$ cat src/sv/svm_pkg.sv
package svm_pkg;

    localparam int PROGRAM_DEPTH  = 256;
    localparam int STACK_DEPTH    = 256;
    localparam int REGISTER_COUNT = 8;
    localparam int SP_INDEX       = 0;
    localparam int IP_INDEX       = 1;

    localparam int WORD_W = 32;
    localparam int PAW    = $clog2(PROGRAM_DEPTH);
    localparam int SAW    = $clog2(STACK_DEPTH);
    localparam int RAW    = $clog2(REGISTER_COUNT);

    typedef logic [WORD_W-1:0] t_word;

    localparam logic [1:0] CMD_INIT = 2'd0;
    localparam logic [1:0] CMD_LOAD = 2'd1;
    localparam logic [1:0] CMD_STEP = 2'd2;

    localparam t_word OP_HLT = 32'd0;
    localparam t_word OP_PSH = 32'd1;
    localparam t_word OP_POP = 32'd2;
    localparam t_word OP_SET = 32'd3;
    localparam t_word OP_MOV = 32'd4;
    localparam t_word OP_LOD = 32'd5;
    localparam t_word OP_STR = 32'd6;
    localparam t_word OP_ADD = 32'd7;
    localparam t_word OP_SUB = 32'd8;
    localparam t_word OP_MUL = 32'd9;
    localparam t_word OP_DIV = 32'd10;
    localparam t_word OP_MOD = 32'd11;
    localparam t_word OP_CMP = 32'd12;
    localparam t_word OP_JMP = 32'd13;
    localparam t_word OP_JEQ = 32'd14;
    localparam t_word OP_JNE = 32'd15;
    localparam t_word OP_JGT = 32'd16;
    localparam t_word OP_JLT = 32'd17;
    localparam t_word OP_PRN = 32'd18;

    localparam logic [3:0] ST_OK        = 4'd0;
    localparam logic [3:0] ST_HALT      = 4'd1;
    localparam logic [3:0] ST_IP_BOUNDS = 4'd2;
    localparam logic [3:0] ST_UNDERFLOW = 4'd3;
    localparam logic [3:0] ST_OVERFLOW  = 4'd4;
    localparam logic [3:0] ST_BAD_REG   = 4'd5;
    localparam logic [3:0] ST_BAD_JUMP  = 4'd6;
    localparam logic [3:0] ST_DIV_ZERO  = 4'd7;
    localparam logic [3:0] ST_BAD_OP    = 4'd8;

endpackage

$ cat src/sv/svm_div.sv
module svm_div (
    input  logic                 i_clk,
    input  logic                 i_rst_n,
    input  logic                 i_start,
    input  svm_pkg::t_word       i_dividend,
    input  svm_pkg::t_word       i_divisor,
    output logic                 o_done,
    output svm_pkg::t_word       o_quotient,
    output svm_pkg::t_word       o_remainder
);

    logic           r_busy, n_busy;
    logic           r_done, n_done;
    logic [4:0]     r_cnt, n_cnt;
    svm_pkg::t_word r_rem, n_rem;
    svm_pkg::t_word r_quo, n_quo;
    svm_pkg::t_word r_den, n_den;
    logic           r_qneg, n_qneg;
    logic           r_rneg, n_rneg;
    logic [32:0]    shifted;
    logic [32:0]    diff;

    always_comb begin
        n_busy  = r_busy;
        n_done  = 1'b0;
        n_cnt   = r_cnt;
        n_rem   = r_rem;
        n_quo   = r_quo;
        n_den   = r_den;
        n_qneg  = r_qneg;
        n_rneg  = r_rneg;
        shifted = {r_rem, r_quo[31]};
        diff    = shifted - {1'b0, r_den};
        if (i_start) begin
            n_busy = 1'b1;
            n_cnt  = 5'd0;
            n_rem  = '0;
            n_quo  = i_dividend[31] ? (~i_dividend + 32'd1) : i_dividend;
            n_den  = i_divisor[31] ? (~i_divisor + 32'd1) : i_divisor;
            n_qneg = i_dividend[31] ^ i_divisor[31];
            n_rneg = i_dividend[31];
        end else if (r_busy) begin
            if (!diff[32]) begin
                n_rem = diff[31:0];
                n_quo = {r_quo[30:0], 1'b1};
            end else begin
                n_rem = shifted[31:0];
                n_quo = {r_quo[30:0], 1'b0};
            end
            n_cnt = r_cnt + 5'd1;
            if (r_cnt == 5'd31) begin
                n_busy = 1'b0;
                n_done = 1'b1;
            end
        end
    end

    always_ff @(posedge i_clk) begin
        if (!i_rst_n) begin
            r_busy <= 1'b0;
            r_done <= 1'b0;
        end else begin
            r_busy <= n_busy;
            r_done <= n_done;
        end
        r_cnt  <= n_cnt;
        r_rem  <= n_rem;
        r_quo  <= n_quo;
        r_den  <= n_den;
        r_qneg <= n_qneg;
        r_rneg <= n_rneg;
    end

    assign o_done      = r_done;
    assign o_quotient  = r_qneg ? (~r_quo + 32'd1) : r_quo;
    assign o_remainder = r_rneg ? (~r_rem + 32'd1) : r_rem;

endmodule

$ cat config.mk
export PLATFORM = sky130hd
export DESIGN_NAME = svm_div
export DESIGN_NICKNAME = d
export VERILOG_FILES = /design/src/sv/svm_pkg.sv /design/src/sv/svm_div.sv
export SDC_FILE = /design/constraint.sdc
export NUM_CORES = 1
export LEC_CHECK = 0
export ABC_AREA = 0
export BUFFER_PORTS_ARGS = -buffer_cell sky130_fd_sc_hd__buf_2
export CAP_MARGIN = 25
export CORE_UTILIZATION = 51
export CTS_BUF_LIST = sky130_fd_sc_hd__clkbuf_8
export DETAILED_ROUTE_END_ITERATION = 10
export PLACE_DENSITY = 0.71
export SLEW_MARGIN = 10
export SYNTH_ARGS = -nofsm -noshare
export SYNTH_HDL_FRONTEND = slang
export SYNTH_SLANG_ARGS = --single-unit
$ cat constraint.sdc
create_clock -name i_clk -period 11.5 [get_ports i_clk]
set_clock_uncertainty 0.2 [all_clocks]
set_input_delay 2.3 -clock i_clk [delete_from_list [all_inputs] [get_ports i_clk]]
set_output_delay 2.3 -clock i_clk [all_outputs]
set_load 0.01 [all_outputs]
; Yosys cells after proc, flatten, opt, wreduce, memory -nomap -nowiden
; Cells that the tools add are included.
[word_totals]
reg_bits = 105
inputBits = 67
[classes]
eq_ne = 1
mux = 12
add_sub_neg = 6
reduce_logical = 2
n_bitwise = 7
[ops]
columns = operator, count
row1 = 2-to-1 mux 32 bit, 6
row2 = adder 32 x 1 -> 32 bit (second input constant), 4
row3 = NOT 32 bit, 4
row4 = subtractor 33 x 32 -> 33 bit, 1
row5 = 2-to-1 mux 31 bit, 1
row6 = adder 5 x 1 -> 5 bit (second input constant), 1
row7 = == test 5 bit (second input constant), 1
row8 = 2-to-1 mux 1 bit, 5
row9 = OR reduction 3 bit, 1
row10 = NOT 1 bit, 2
row11 = nonzero test 2 bit, 1
row12 = bitwise XOR 1 bit, 1

; Depth between registers and ports, before layout
; Gate-level depths: netlist of the first run.
[depth]
ltp_word = 4
mapped_depth = 13

; Worst setup path after synthesis of the first run
; Ideal clock, no wire load.
[synth_path]
kind = register -> output
from = register r_rem[6]
to = output o_remainder[30]
slack_ps = 6189
arrival_ps = 2811
path_stages_with_launch = 9
n_path_buf = 0
cell_sequence = dfxtp_1 or4_1 nor3_1 nand2b_1 or3_1 or3_1 or4_1 o21ai_0 xnor2_1
[synth_between]
elab_chain_len = 3
[synth_lines]
columns = element, line
row1 = start: declaration, svm_div.sv:15  ; svm_pkg::t_word r_rem, n_rem;
row2 = start signal: assignment, svm_div.sv:67  ; r_rem <= n_rem;
row3 = NOT 32 bit, svm_div.sv:76  ; assign o_remainder = r_rneg ? (~r_rem + 32'd1) : r_rem;
row4 = adder 32 x 1 -> 32 bit, svm_div.sv:76
row5 = 2-to-1 mux 32 bit, svm_div.sv:76
row6 = end: declaration, svm_div.sv:9  ; output svm_pkg::t_word o_remainder
; Every way passes these cells.

; Worst setup path after layout of the first run
; Ends and elaborated chain as after synthesis.

==> flow_metrics.env, run 1 <==
export IMPL_setup_tns_ns=0
export IMPL_area_growth_pct=12.54
export IMPL_ys_warn_count=0
export IMPL_post_cts_buffers=0
export IMPL_regToRegEndpoint="r_rem[29]"
export IMPL_yosysTopAreaCell="edfxtp_1"
export IMPL_vdd_drop_max_mv=0.07342
export IMPL_ys_flop_type="edfxtp_1"
export IMPL_drt_wl_total_um=19920
export IMPL_hold_class="flop to flop"
export IMPL_synth_top_family_by_area="compound AO/OA/AOI/OAI gates"
export IMPL_status="complete, no violations"
export IMPL_finalNetCount=1174
export IMPL_slew_headroom_pct=33.76
export IMPL_synthCells=966
export IMPL_clockBufferDepth=2
export IMPL_leakage_nw=3.739
export IMPL_grt_pass1_wl_um=31340
export IMPL_synth_compound_area_share_pct=19.36
export IMPL_cts_sinks=105
export IMPL_cp_required_ns=9.00
export IMPL_insertion_delay_ns=0.39
export IMPL_cp_max_fo=8
export IMPL_ff2ff_path_depth=12
export IMPL_clkSlewWorstSetupHoldPaths_ns=0.11
export IMPL_yosysMostFrequentCell="xnor2_1"
export IMPL_fin_crit_sh_pct=53.01
export IMPL_ys_seq_elements=105
export IMPL_synth_edf_count=66
export IMPL_clockRootBuffer="clkbuf_8"
export IMPL_grt_start_max_net_pins=87
export IMPL_synth_xor_area_share_pct=16.01
export IMPL_yosysSeqAreaShare_pct=33.03
export IMPL_cts_max_level=3
export IMPL_syn_area_um2=8364
export IMPL_ys_types=59
export IMPL_ioPinCount=132
export IMPL_grt_overflow=0
export IMPL_synthAdderAreaFrac_pct=5.924
export IMPL_tritoncts="done"
export IMPL_synth_simple_area_share_pct=17.52
export IMPL_die_h_um=130.1
export IMPL_vias=7296
export IMPL_die_w_um=130.1
export IMPL_synth_fp_nets=1072
export IMPL_first_global_vias=6396
export IMPL_hold_viol=0
export IMPL_maxCapViolCount=0
export IMPL_power_density_nw_per_um2=131.2
export IMPL_postRouteAntennaNets=0
export IMPL_place_inst=1273
export IMPL_hold_end="r_cnt[4]"
export IMPL_start_util_pct=52.46
export IMPL_drc=0
export IMPL_final_cell_count_no_fill=1289
export IMPL_rrSetupSlack_ns=7.07
export IMPL_grt_util_all_layers_pct=23.62
export IMPL_dieArea_um2=16920
export IMPL_critPathCaptureType="output port"
export IMPL_post_cts_resize_count=0
export IMPL_min_period_ns=6.096
export IMPL_antenna_cells=0
export IMPL_viasPerCell=5.660
export IMPL_wl_per_cell_um=15.45
export IMPL_synth_top_area_share_pct=23.69
export IMPL_dr_pass1_iters=5
export IMPL_r2r_start="r_den[0]"
export IMPL_holdPathStages=2
export IMPL_ys_top_cells_by_area="edfxtp_1 (24%), xnor2_1 (11%), dfxtp_1 (9.3%)"
export IMPL_grt_setup_unrepaired="false"
export IMPL_dp_hpwl_um=15140
export IMPL_crit_arrival_ns=3.60
export IMPL_place_area_um2=9159
export IMPL_finalSetupViolCount=0
export IMPL_place_congestion=0.9221
export IMPL_core_um2=15940
export IMPL_hold_start="r_cnt[4]"
export IMPL_synthMuxAreaShare_pct=3.725
export IMPL_drv_slew=0
export IMPL_start_kind="flop"
export IMPL_fin_hold_ws_ns=0.3174
export IMPL_cts_hold_buffers_added=0
export IMPL_synthArstFlopShare_pct=0
export IMPL_worstSetupPathType="flop to output port"
export IMPL_cts_made_buffers=9
export IMPL_numPortBuffers=131
export IMPL_max_freq_mhz=164.0
export IMPL_drt_iter0_markers=474
export IMPL_worst_pin_slew_ns=0.9935
export IMPL_final_area_um2=9413
export IMPL_synth_area_per_cell_um2=8.659
export IMPL_antenna_found_initial=0
export IMPL_drive_gt1_share_pct=16.03
export IMPL_row_count=46
export IMPL_synth_common_cells="xnor2_1 (102), nor2_1 (88), nand2_1 (77)"
## per-layer routing
metal	up-vias	GRT usage [%]	part of all wire, %
met5	-	0	0
met3	24	2.501	4.8
met4	0	7.798	1.8
li1	3712	-	-
met2	210	35.83	44
met1	3350	34.89	49
## final cells by class
| cell class | instances | area (um^2) |
|---|---|---|
| Tap cell | 216 | 270.3 |
| Sequential cell | 105 | 2764 |
| Inverter | 50 | 187.7 |
| Clock inverter | 5 | 102.6 |
| Timing Repair Buffer | 136 | 695.7 |
| Clock buffer | 11 | 151.4 |
| Fill cell | 1492 | 6530 |
| Multi-Input combinational cell | 766 | 5241 |
## kinds of logic after synthesis
group | Yosys count
AOI/OAI and AO/OA | 252
xor gates and xnor gates | 152
adders and majority gates | 39
buffers and inverters | 95
DFF | 105
muxes | 31
and+or+nand+nor | 292
## critical path: stages, from the launching register on
cell,delay (ns)
dfxtp_1,0.40
or4_1,0.59
nor3_1,0.21
nand2b_1,0.10
or3_1,0.38
or3_1,0.47
or4_1,0.56
o21ai_0,0.23
xnor2_1,0.14
buf_2,0.15
## placed cells by master (no fill, tap or decap), drive strengths merged, types with 12 or more instances in the layout
| cell type | netlist | routed |
|---|---|---|
| ha | 38 | 38 |
| edfxtp | 66 | 66 |
| mux2i | 30 | 30 |
| xor2 | 49 | 49 |
| o21ai | 57 | 57 |
| nor2 | 88 | 88 |
| nor3 | 14 | 14 |
| o41ai | 17 | 17 |
| or3 | 12 | 12 |
| xnor2 | 103 | 103 |
| dfxtp | 39 | 39 |
| a21oi | 69 | 69 |
| o31ai | 33 | 33 |
| nand2b | 15 | 15 |
| nand3 | 14 | 14 |
| nand2 | 77 | 77 |
| inv | 50 | 51 |
| buf | 12 | 136 |
| a211oi | 29 | 29 |
| or4 | 24 | 24 |
## sequential cells by signal, indices dropped and copies added, names as in the netlist
name and count:
o_done 1, r_busy 1, r_cnt 5, r_den 32
r_qneg 1, r_quo 32, r_rem 32, r_rneg 1
## power by group
| group | total [mW] | leakage, nW | internal [mW] | switching, mW |
|---|---|---|---|---|
| Combinational | 0.459 | 2.64 | 0.198 | 0.260 |
| Clock | 0.287 | 0.131 | 0.156 | 0.131 |
| Sequential | 0.489 | 0.968 | 0.445 | 0.0443 |
| Total | 1.23 | 3.74 | 0.800 | 0.435 |
## worst max path at each step
stage	to	slack, ns	startpoint
finish	o_remainder[30]	5.40	r_rem[6]
global route	o_remainder[30]	5.13	r_rem[6]
CTS	o_remainder[30]	5.37	r_rem[6]
detailed placement	o_remainder[30]	5.83	r_rem[6]
global placement	o_remainder[30]	5.84	r_rem[6]
floorplan	o_remainder[30]	6.19	r_rem[6]
## per-stage QoR
step	total power [mW]	util, %	setup slack (ns)
after CTS	1.239	59.04	5.370
after detailed placement	0.9530	57.45	5.830
after global placement	0.9480	57.45	5.842
after floorplan	0.8101	-	6.189
after global routing	1.306	59.04	5.130
final	1.235	59.04	5.404
Power figures use the tool's default switching activity.
==> inputs of run 2 (changes only) <==
--- a/config.mk
+++ b/config.mk
@@ -5,13 +5,13 @@
 export SDC_FILE = /design/constraint.sdc
 export NUM_CORES = 1
 export LEC_CHECK = 0
-export ABC_AREA = 0
+export ABC_AREA = 1
 export BUFFER_PORTS_ARGS = -buffer_cell sky130_fd_sc_hd__buf_2
 export CAP_MARGIN = 25
 export CORE_UTILIZATION = 51
 export CTS_BUF_LIST = sky130_fd_sc_hd__clkbuf_8
 export DETAILED_ROUTE_END_ITERATION = 10
-export PLACE_DENSITY = 0.71
+export PLACE_DENSITY = 0.73
 export SLEW_MARGIN = 10
 export SYNTH_ARGS = -nofsm -noshare
 export SYNTH_HDL_FRONTEND = slang
==> constraint.sdc (replaced) <==
create_clock -name i_clk -period 5.6 [get_ports i_clk]
set_clock_uncertainty 0.2 [all_clocks]
set_input_delay 1.12 -clock i_clk [delete_from_list [all_inputs] [get_ports i_clk]]
set_output_delay 1.12 -clock i_clk [all_outputs]
set_load 0.01 [all_outputs]
==> run 2 against run 1 <==
  * Worst setup slack worse by 3.7 ns
  * Total power up 62%
  * Flip-flop and latch count stayed put
  * Area after synthesis rose by 22%
  * Synthesized cell count up 65%
  * Global-route usage up 2.9 points
  * Via count grew 35%
  * Die area rose by 22%
  * Highest routed layer unchanged
==> flow_metrics.env, run 2 <==
export IMPL_vdd_drop_max_mv=0.1061
export IMPL_row_count=51
export IMPL_clkSlewWorstSetupHoldPaths_ns=0.10
export IMPL_grt_util_all_layers_pct=26.57
export IMPL_synthCells=1593
export IMPL_holdPathStages=2
export IMPL_post_cts_resize_count=0
export IMPL_postRouteAntennaNets=0
export IMPL_numPortBuffers=131
export IMPL_tritoncts="done"
export IMPL_worstSetupPathType="flop to output port"
export IMPL_viasPerCell=4.995
export IMPL_wl_per_cell_um=13.28
export IMPL_ys_warn_count=0
export IMPL_insertion_delay_ns=0.41
export IMPL_fin_crit_sh_pct=69.84
export IMPL_first_global_vias=9084
export IMPL_top_regs="r_den (32), r_quo (32), r_rem (32)"
export IMPL_synth_common_cells="nand2_1 (492), inv_1 (295), nor2_1 (135)"
export IMPL_synth_fp_nets=1699
export IMPL_start_kind="flop"
export IMPL_final_cell_count_no_fill=1977
export IMPL_grt_pass1_wl_um=42930
export IMPL_synth_edf_count=66
export IMPL_ioPinCount=132
export IMPL_die_w_um=143.6
export IMPL_setup_tns_ns=0
export IMPL_area_growth_pct=10.25
export IMPL_ff2ff_path_depth=17
export IMPL_finalSetupViolCount=0
export IMPL_layout_common_cells="nand2_1 (492), inv_1 (296), nor2_1 (134)"
export IMPL_place_congestion=0.9565
export IMPL_leakage_nw=6.115
export IMPL_fin_ws_ns=1.689
export IMPL_power_total_mw=2.006
export IMPL_yosysMostFrequentCell="nand2_1"
export IMPL_die_h_um=143.6
export IMPL_fin_util_pct=57.70
export IMPL_drt_wl_total_um=26250
export IMPL_hold_class="flop to flop"
export IMPL_core_um2=19530
export IMPL_synth_top_area_share_pct=19.40
export IMPL_cp_max_fo=4
export IMPL_cts_sinks=105
export IMPL_post_place_ws_ns=2.110
export IMPL_clockRootBuffer="clkbuf_8"
export IMPL_grt_start_max_net_pins=61
export IMPL_ys_flop_type="edfxtp_1"
export IMPL_power_density_nw_per_um2=178.1
export IMPL_slew_headroom_pct=54.82
export IMPL_ys_types=46
export IMPL_yosysSeqAreaShare_pct=27.04
export IMPL_yosysTopAreaCell="edfxtp_1"
export IMPL_max_freq_mhz=255.7
export IMPL_layout_commonest_cell="nand2_1"
export IMPL_synthArstFlopShare_pct=0
export IMPL_ys_top_cells_by_area="edfxtp_1 (19%), nand2_1 (18%), inv_1 (11%)"
export IMPL_worst_pin_slew_ns=0.6777
export IMPL_cp_required_ns=4.28
export IMPL_grt_setup_unrepaired="false"
export IMPL_drc=0
export IMPL_dr_pass1_iters=5
export IMPL_finalNetCount=1813
export IMPL_min_period_ns=3.911
export IMPL_status="complete, no violations"
export IMPL_drt_iter0_markers=625
export IMPL_grt_overflow=0
export IMPL_antenna_cells=0
export IMPL_syn_area_um2=10220
export IMPL_start_util_pct=52.33
export IMPL_cts_max_level=3
export IMPL_cts_hold_buffers_added=0
export IMPL_maxCapViolCount=0
export IMPL_dp_hpwl_um=21560
export IMPL_crit_arrival_ns=2.59
export IMPL_drv_slew=0
export IMPL_clockBufferDepth=2
export IMPL_dieArea_um2=20610
export IMPL_post_cts_buffers=0
export IMPL_drive_gt1_share_pct=14.89
export IMPL_place_inst=1961
export IMPL_critPathCaptureType="output port"
export IMPL_hold_viol=0
export IMPL_ys_seq_elements=105
export IMPL_synth_area_per_cell_um2=6.415
export IMPL_vias=9875
export IMPL_cts_made_buffers=9
export IMPL_antenna_found_initial=0
run 2: cell types whose count changed after synthesis, sizes merged, moves of 30 or more:
cell and change:
nand3 +84, mux2i -30, a21oi -36, xor2 +39, nand2 +465, inv +251, nor2 +54, xnor2 -74
run 2: path summary, 6_finish.rpt:
| check | startpoint | to | slack [ns] |
|---|---|---|---|
| min reg2reg | r_rem[0] | r_rem[0] | 0.31 |
| max reg2reg | r_quo[31] | r_rem[14] | 2.61 |
| min | r_rem[0] | r_rem[0] | 0.31 |
| max | r_rem[0] | o_remainder[28] | 1.69 |
run 2: cell type report:
type / instances / area [um^2]
well taps: 265 / 331.6
repair buffers: 137 / 720.7
flip-flops and latches: 105 / 2763
multi-input cells: 1151 / 6112
clock buffers: 9 / 123.9
inverters: 303 / 1137
fillers: 1993 / 8260
clock inverters: 7 / 77.57
run 2: per-layer routing:
metal / up-vias / routed length, um / global-route usage (%)
li1: 5169 / - / -
met1: 4377 / 13040 / 38.52
met2: 299 / 10890 / 40.60
met3: 30 / 1833 / 3.232
met4: 0 / 489 / 8.847
met5: - / 0 / 0
run 2: stage by stage:
stage,cell area [um^2],hold WS [ns]
floorplan,10220,0.2553
global placement,11040,0.2697
detailed placement,11060,0.2823
CTS,11270,0.3078
global route,11270,0.3217
finish,11270,0.3072
run 2: kinds of logic after synthesis:
| group | count (synthesis) | synth area share (%) |
|---|---|---|
| flip-flops | 105 | 27.04 |
| XOR/XNOR | 117 | 10.03 |
| buffers and inverters | 337 | 13.18 |
| AND/OR/NAND/NOR | 875 | 38.46 |
| adder cells (fa/ha/maj) | 39 | 4.849 |
| AO/OA/AOI/OAI | 120 | 6.453 |
run 2: power breakdown:
| part | total (mW) | internal [mW] | switching (mW) |
|---|---|---|---|
| Combinational | 0.579 | 0.205 | 0.374 |
| Sequential | 0.935 | 0.892 | 0.0431 |
| Clock | 0.493 | 0.212 | 0.282 |
| Total | 2.01 | 1.31 | 0.699 |
run 2: worst max-delay path: stages (launching register included):
cell	delay, ns
dfxtp_1	0.35
inv_1	0.16
ha_1	0.17
inv_1	0.06
nor3_2	0.14
inv_1	0.09
nor2_2	0.10
nand2_1	0.11
nor2_1	0.20
nand3_1	0.13
o21ai_0	0.29
nand2_1	0.10
xor2_1	0.15
buf_2	0.14
==> inputs of run 3 (changes only) <==
--- a/config.mk
+++ b/config.mk
@@ -11,7 +11,7 @@
 export CORE_UTILIZATION = 51
 export CTS_BUF_LIST = sky130_fd_sc_hd__clkbuf_8
 export DETAILED_ROUTE_END_ITERATION = 10
-export PLACE_DENSITY = 0.73
+export PLACE_DENSITY = 0.7
 export SLEW_MARGIN = 10
 export SYNTH_ARGS = -nofsm -noshare
 export SYNTH_HDL_FRONTEND = slang
==> constraint.sdc (replaced) <==
create_clock -name i_clk -period 3.7 [get_ports i_clk]
set_clock_uncertainty 0.2 [all_clocks]
set_input_delay 0.74 -clock i_clk [delete_from_list [all_inputs] [get_ports i_clk]]
set_output_delay 0.74 -clock i_clk [all_outputs]
set_load 0.01 [all_outputs]
==> run 3 against run 2 <==
  * Critical endpoint is now o_quotient[22]
  * Cell count is 0.20% higher
  * Register-to-register slack lost 1.8 ns
  * Critical path type unchanged
  * Die area is the same
  * Non-clock buffer count rose by 4
  * Design area is 0.11% higher
  * Utilization rose by 0.064 points
  * Clock power up 55%
  * Global-route usage rose by 0.34 points
  * Routed wire length grew 1.5%
  * Largest power group unchanged
  * Flip-flop and latch count stayed put
==> flow_metrics.env, run 3 (synthesized netlist as in run 2, its figures left out) <==
export IMPL_status="complete, no violations"
export IMPL_drt_wl_total_um=26650
export IMPL_grt_util_all_layers_pct=26.91
export IMPL_layout_commonest_cell="nand2_1"
export IMPL_p_int_mw=1.981
export IMPL_numPortBuffers=131
export IMPL_post_cts_buffers=0
export IMPL_post_cts_resize_count=0
export IMPL_grt_pass1_wl_um=43480
export IMPL_drive_gt1_share_pct=15.27
export IMPL_die_h_um=143.6
export IMPL_start_kind="flop"
export IMPL_critPathCaptureType="output port"
export IMPL_antenna_found_initial=0
export IMPL_antenna_cells=0
export IMPL_clockBufferDepth=2
export IMPL_core_um2=19530
export IMPL_max_freq_mhz=288.3
export IMPL_worst_path_buf_inv=2
export IMPL_drt_iter0_markers=522
export IMPL_worst_path_stages=11
export IMPL_worst_pin_slew_ns=0.5229
export IMPL_drc=0
export IMPL_cp_required_ns=2.76
export IMPL_row_count=51
export IMPL_tritoncts="done"
export IMPL_cpLargestDelayFamily="simple AND/OR/NAND/NOR gates"
export IMPL_hold_viol=0
export IMPL_finalNetCount=1817
export IMPL_hold_class="flop to flop"
export IMPL_grt_start_max_net_pins=46
export IMPL_power_share_clock_pct=25.0
export IMPL_ioPinCount=132
export IMPL_p_sw_mw=1.072
export IMPL_postRouteAntennaNets=0
export IMPL_clkSlewWorstSetupHoldPaths_ns=0.11
export IMPL_cts_hold_buffers_added=0
export IMPL_fin_hold_ws_ns=0.3121
export IMPL_cts_sinks=105
export IMPL_crit_top_cell="nand2_1"
export IMPL_vdd_drop_max_mv=0.1598
export IMPL_maxCapViolCount=0
export IMPL_slowest_stage="edfxtp_1"
export IMPL_dr_pass1_iters=5
export IMPL_dieArea_um2=20610
export IMPL_rrSetupSlack_ns=0.78
export IMPL_place_congestion=0.9527
export IMPL_grt_setup_unrepaired="false"
export IMPL_first_global_vias=8895
export IMPL_crit_arrival_ns=2.53
export IMPL_grt_overflow=0
export IMPL_cts_max_level=3
export IMPL_slowest_delay_ns=0.40
export IMPL_area_growth_pct=10.37
export IMPL_ff2ff_path_depth=17
export IMPL_worstSetupPathType="flop to output port"
export IMPL_clockRootBuffer="clkbuf_8"
export IMPL_layout_common_cells="nand2_1 (492), inv_1 (294), nor2_1 (133)"
export IMPL_fin_crit_sh_pct=93.75
export IMPL_wl_per_cell_um=13.45
export IMPL_fill_cells=2025
export IMPL_dp_hpwl_um=21970
export IMPL_cp_max_fo=4
export IMPL_crit_chain="inv_1 -> ha_1 -> nand4_1 -> nor3_1 -> nand2_1 -> nor2_2 -> nand2_1 -> nand2_1 -> o21ai_0 -> xor2_1 -> buf_2"
export IMPL_slew_headroom_pct=64.82
export IMPL_start_util_pct=52.33
export IMPL_drv_slew=0
export IMPL_combinationalPowerShare_pct=28.8
export IMPL_pwr_share_seq_pct=46.2
export IMPL_viasPerCell=4.983
export IMPL_insertion_delay_ns=0.40
export IMPL_min_period_ns=3.469
export IMPL_top_regs="r_den (32), r_quo (32), r_rem (32)"
export IMPL_die_w_um=143.6
export IMPL_vias=9871
export IMPL_setup_tns_ns=0
export IMPL_holdPathStages=2
export IMPL_power_density_nw_per_um2=270.7
export IMPL_cts_made_buffers=9
export IMPL_swShare_pct=35.12
export IMPL_finalSetupViolCount=0
export IMPL_leakage_nw=6.122
[run 3: cell count changes in the layout (fill, tap and decap cells not counted), sizes merged]
cell,change
buf,+4
inv,-2
clkinv,+1
clkinvlp,+1
[run 3: power groups by stage]
stage	Clock (mW)	Sequential, mW	Combinational, mW
global placement	0	1.43	0.871
floorplan	0	1.42	0.580
detailed placement	0	1.44	0.875
global route	0.811	1.42	0.990
finish	0.762	1.41	0.879
CTS	0.775	1.41	0.878
[run 3: through the flow]
| stage | area, um^2 | setup WS (ns) | cells | utilization, % | total power [mW] |
|---|---|---|---|---|---|
| 2_1_floorplan | 10220 | 0.9660 | 1593 | - | 1.996 |
| 3_3_place_gp | 11070 | 0.6195 | 1965 | 56.72 | 2.304 |
| 3_5_place_dp | 11070 | 0.5867 | 1965 | 56.72 | 2.313 |
| 4_1_cts | 11280 | 0.1414 | 1981 | 57.75 | 3.064 |
| 5_1_grt | 11280 | 0.008426 | 1981 | 57.76 | 3.222 |
| 6_report | 11280 | 0.2313 | 1981 | 57.76 | 3.053 |
[run 3: path summary, 6_finish.rpt]
path,from,endpoint
worst max-delay path,r_quo[0],o_quotient[22]
worst min-delay path,r_rem[0],r_rem[0]
worst max register to register,r_quo[31],r_rem[14]
worst min register to register,r_rem[0],r_rem[0]
[run 3: cell type report]
| type | count | area (um^2) | share of cell area [%] |
|---|---|---|---|
| flip-flops and latches | 105 | 2763 | 24.50 |
| repair buffers | 141 | 730.7 | 6.479 |
| clock inverters | 7 | 77.57 | 0.6878 |
| inverters | 303 | 1137 | 10.08 |
| clock buffers | 9 | 123.9 | 1.098 |
| well taps | 265 | 331.6 | 2.940 |
| multi-input cells | 1151 | 6115 | 54.22 |
[run 3: routing by layer]
layer | up-vias | wire length (um) | global-route usage [%]
met3 | 29 | 1409 | 2.866
met4 | 0 | 433 | 7.615
met5 | - | 0 | 0
met2 | 282 | 11100 | 40.29
met1 | 4382 | 13710 | 40.48
li1 | 5178 | - | -
[run 3: worst reg2reg max path, stage by stage (launching register included)]
cell      delay [ns]
edfxtp_1        0.36
inv_1           0.12
ha_1            0.26
fa_1            0.39
inv_1           0.08
nand2_1         0.07
nand2_1         0.11
nand3_1         0.10
nand2_2         0.12
nand2_1         0.07
nand2_2         0.12
nand2_4         0.09
nand2_4         0.08
nand2_2         0.06
nand2_4         0.29
nand2_1         0.15
nand3_2         0.10
nand2_2         0.04
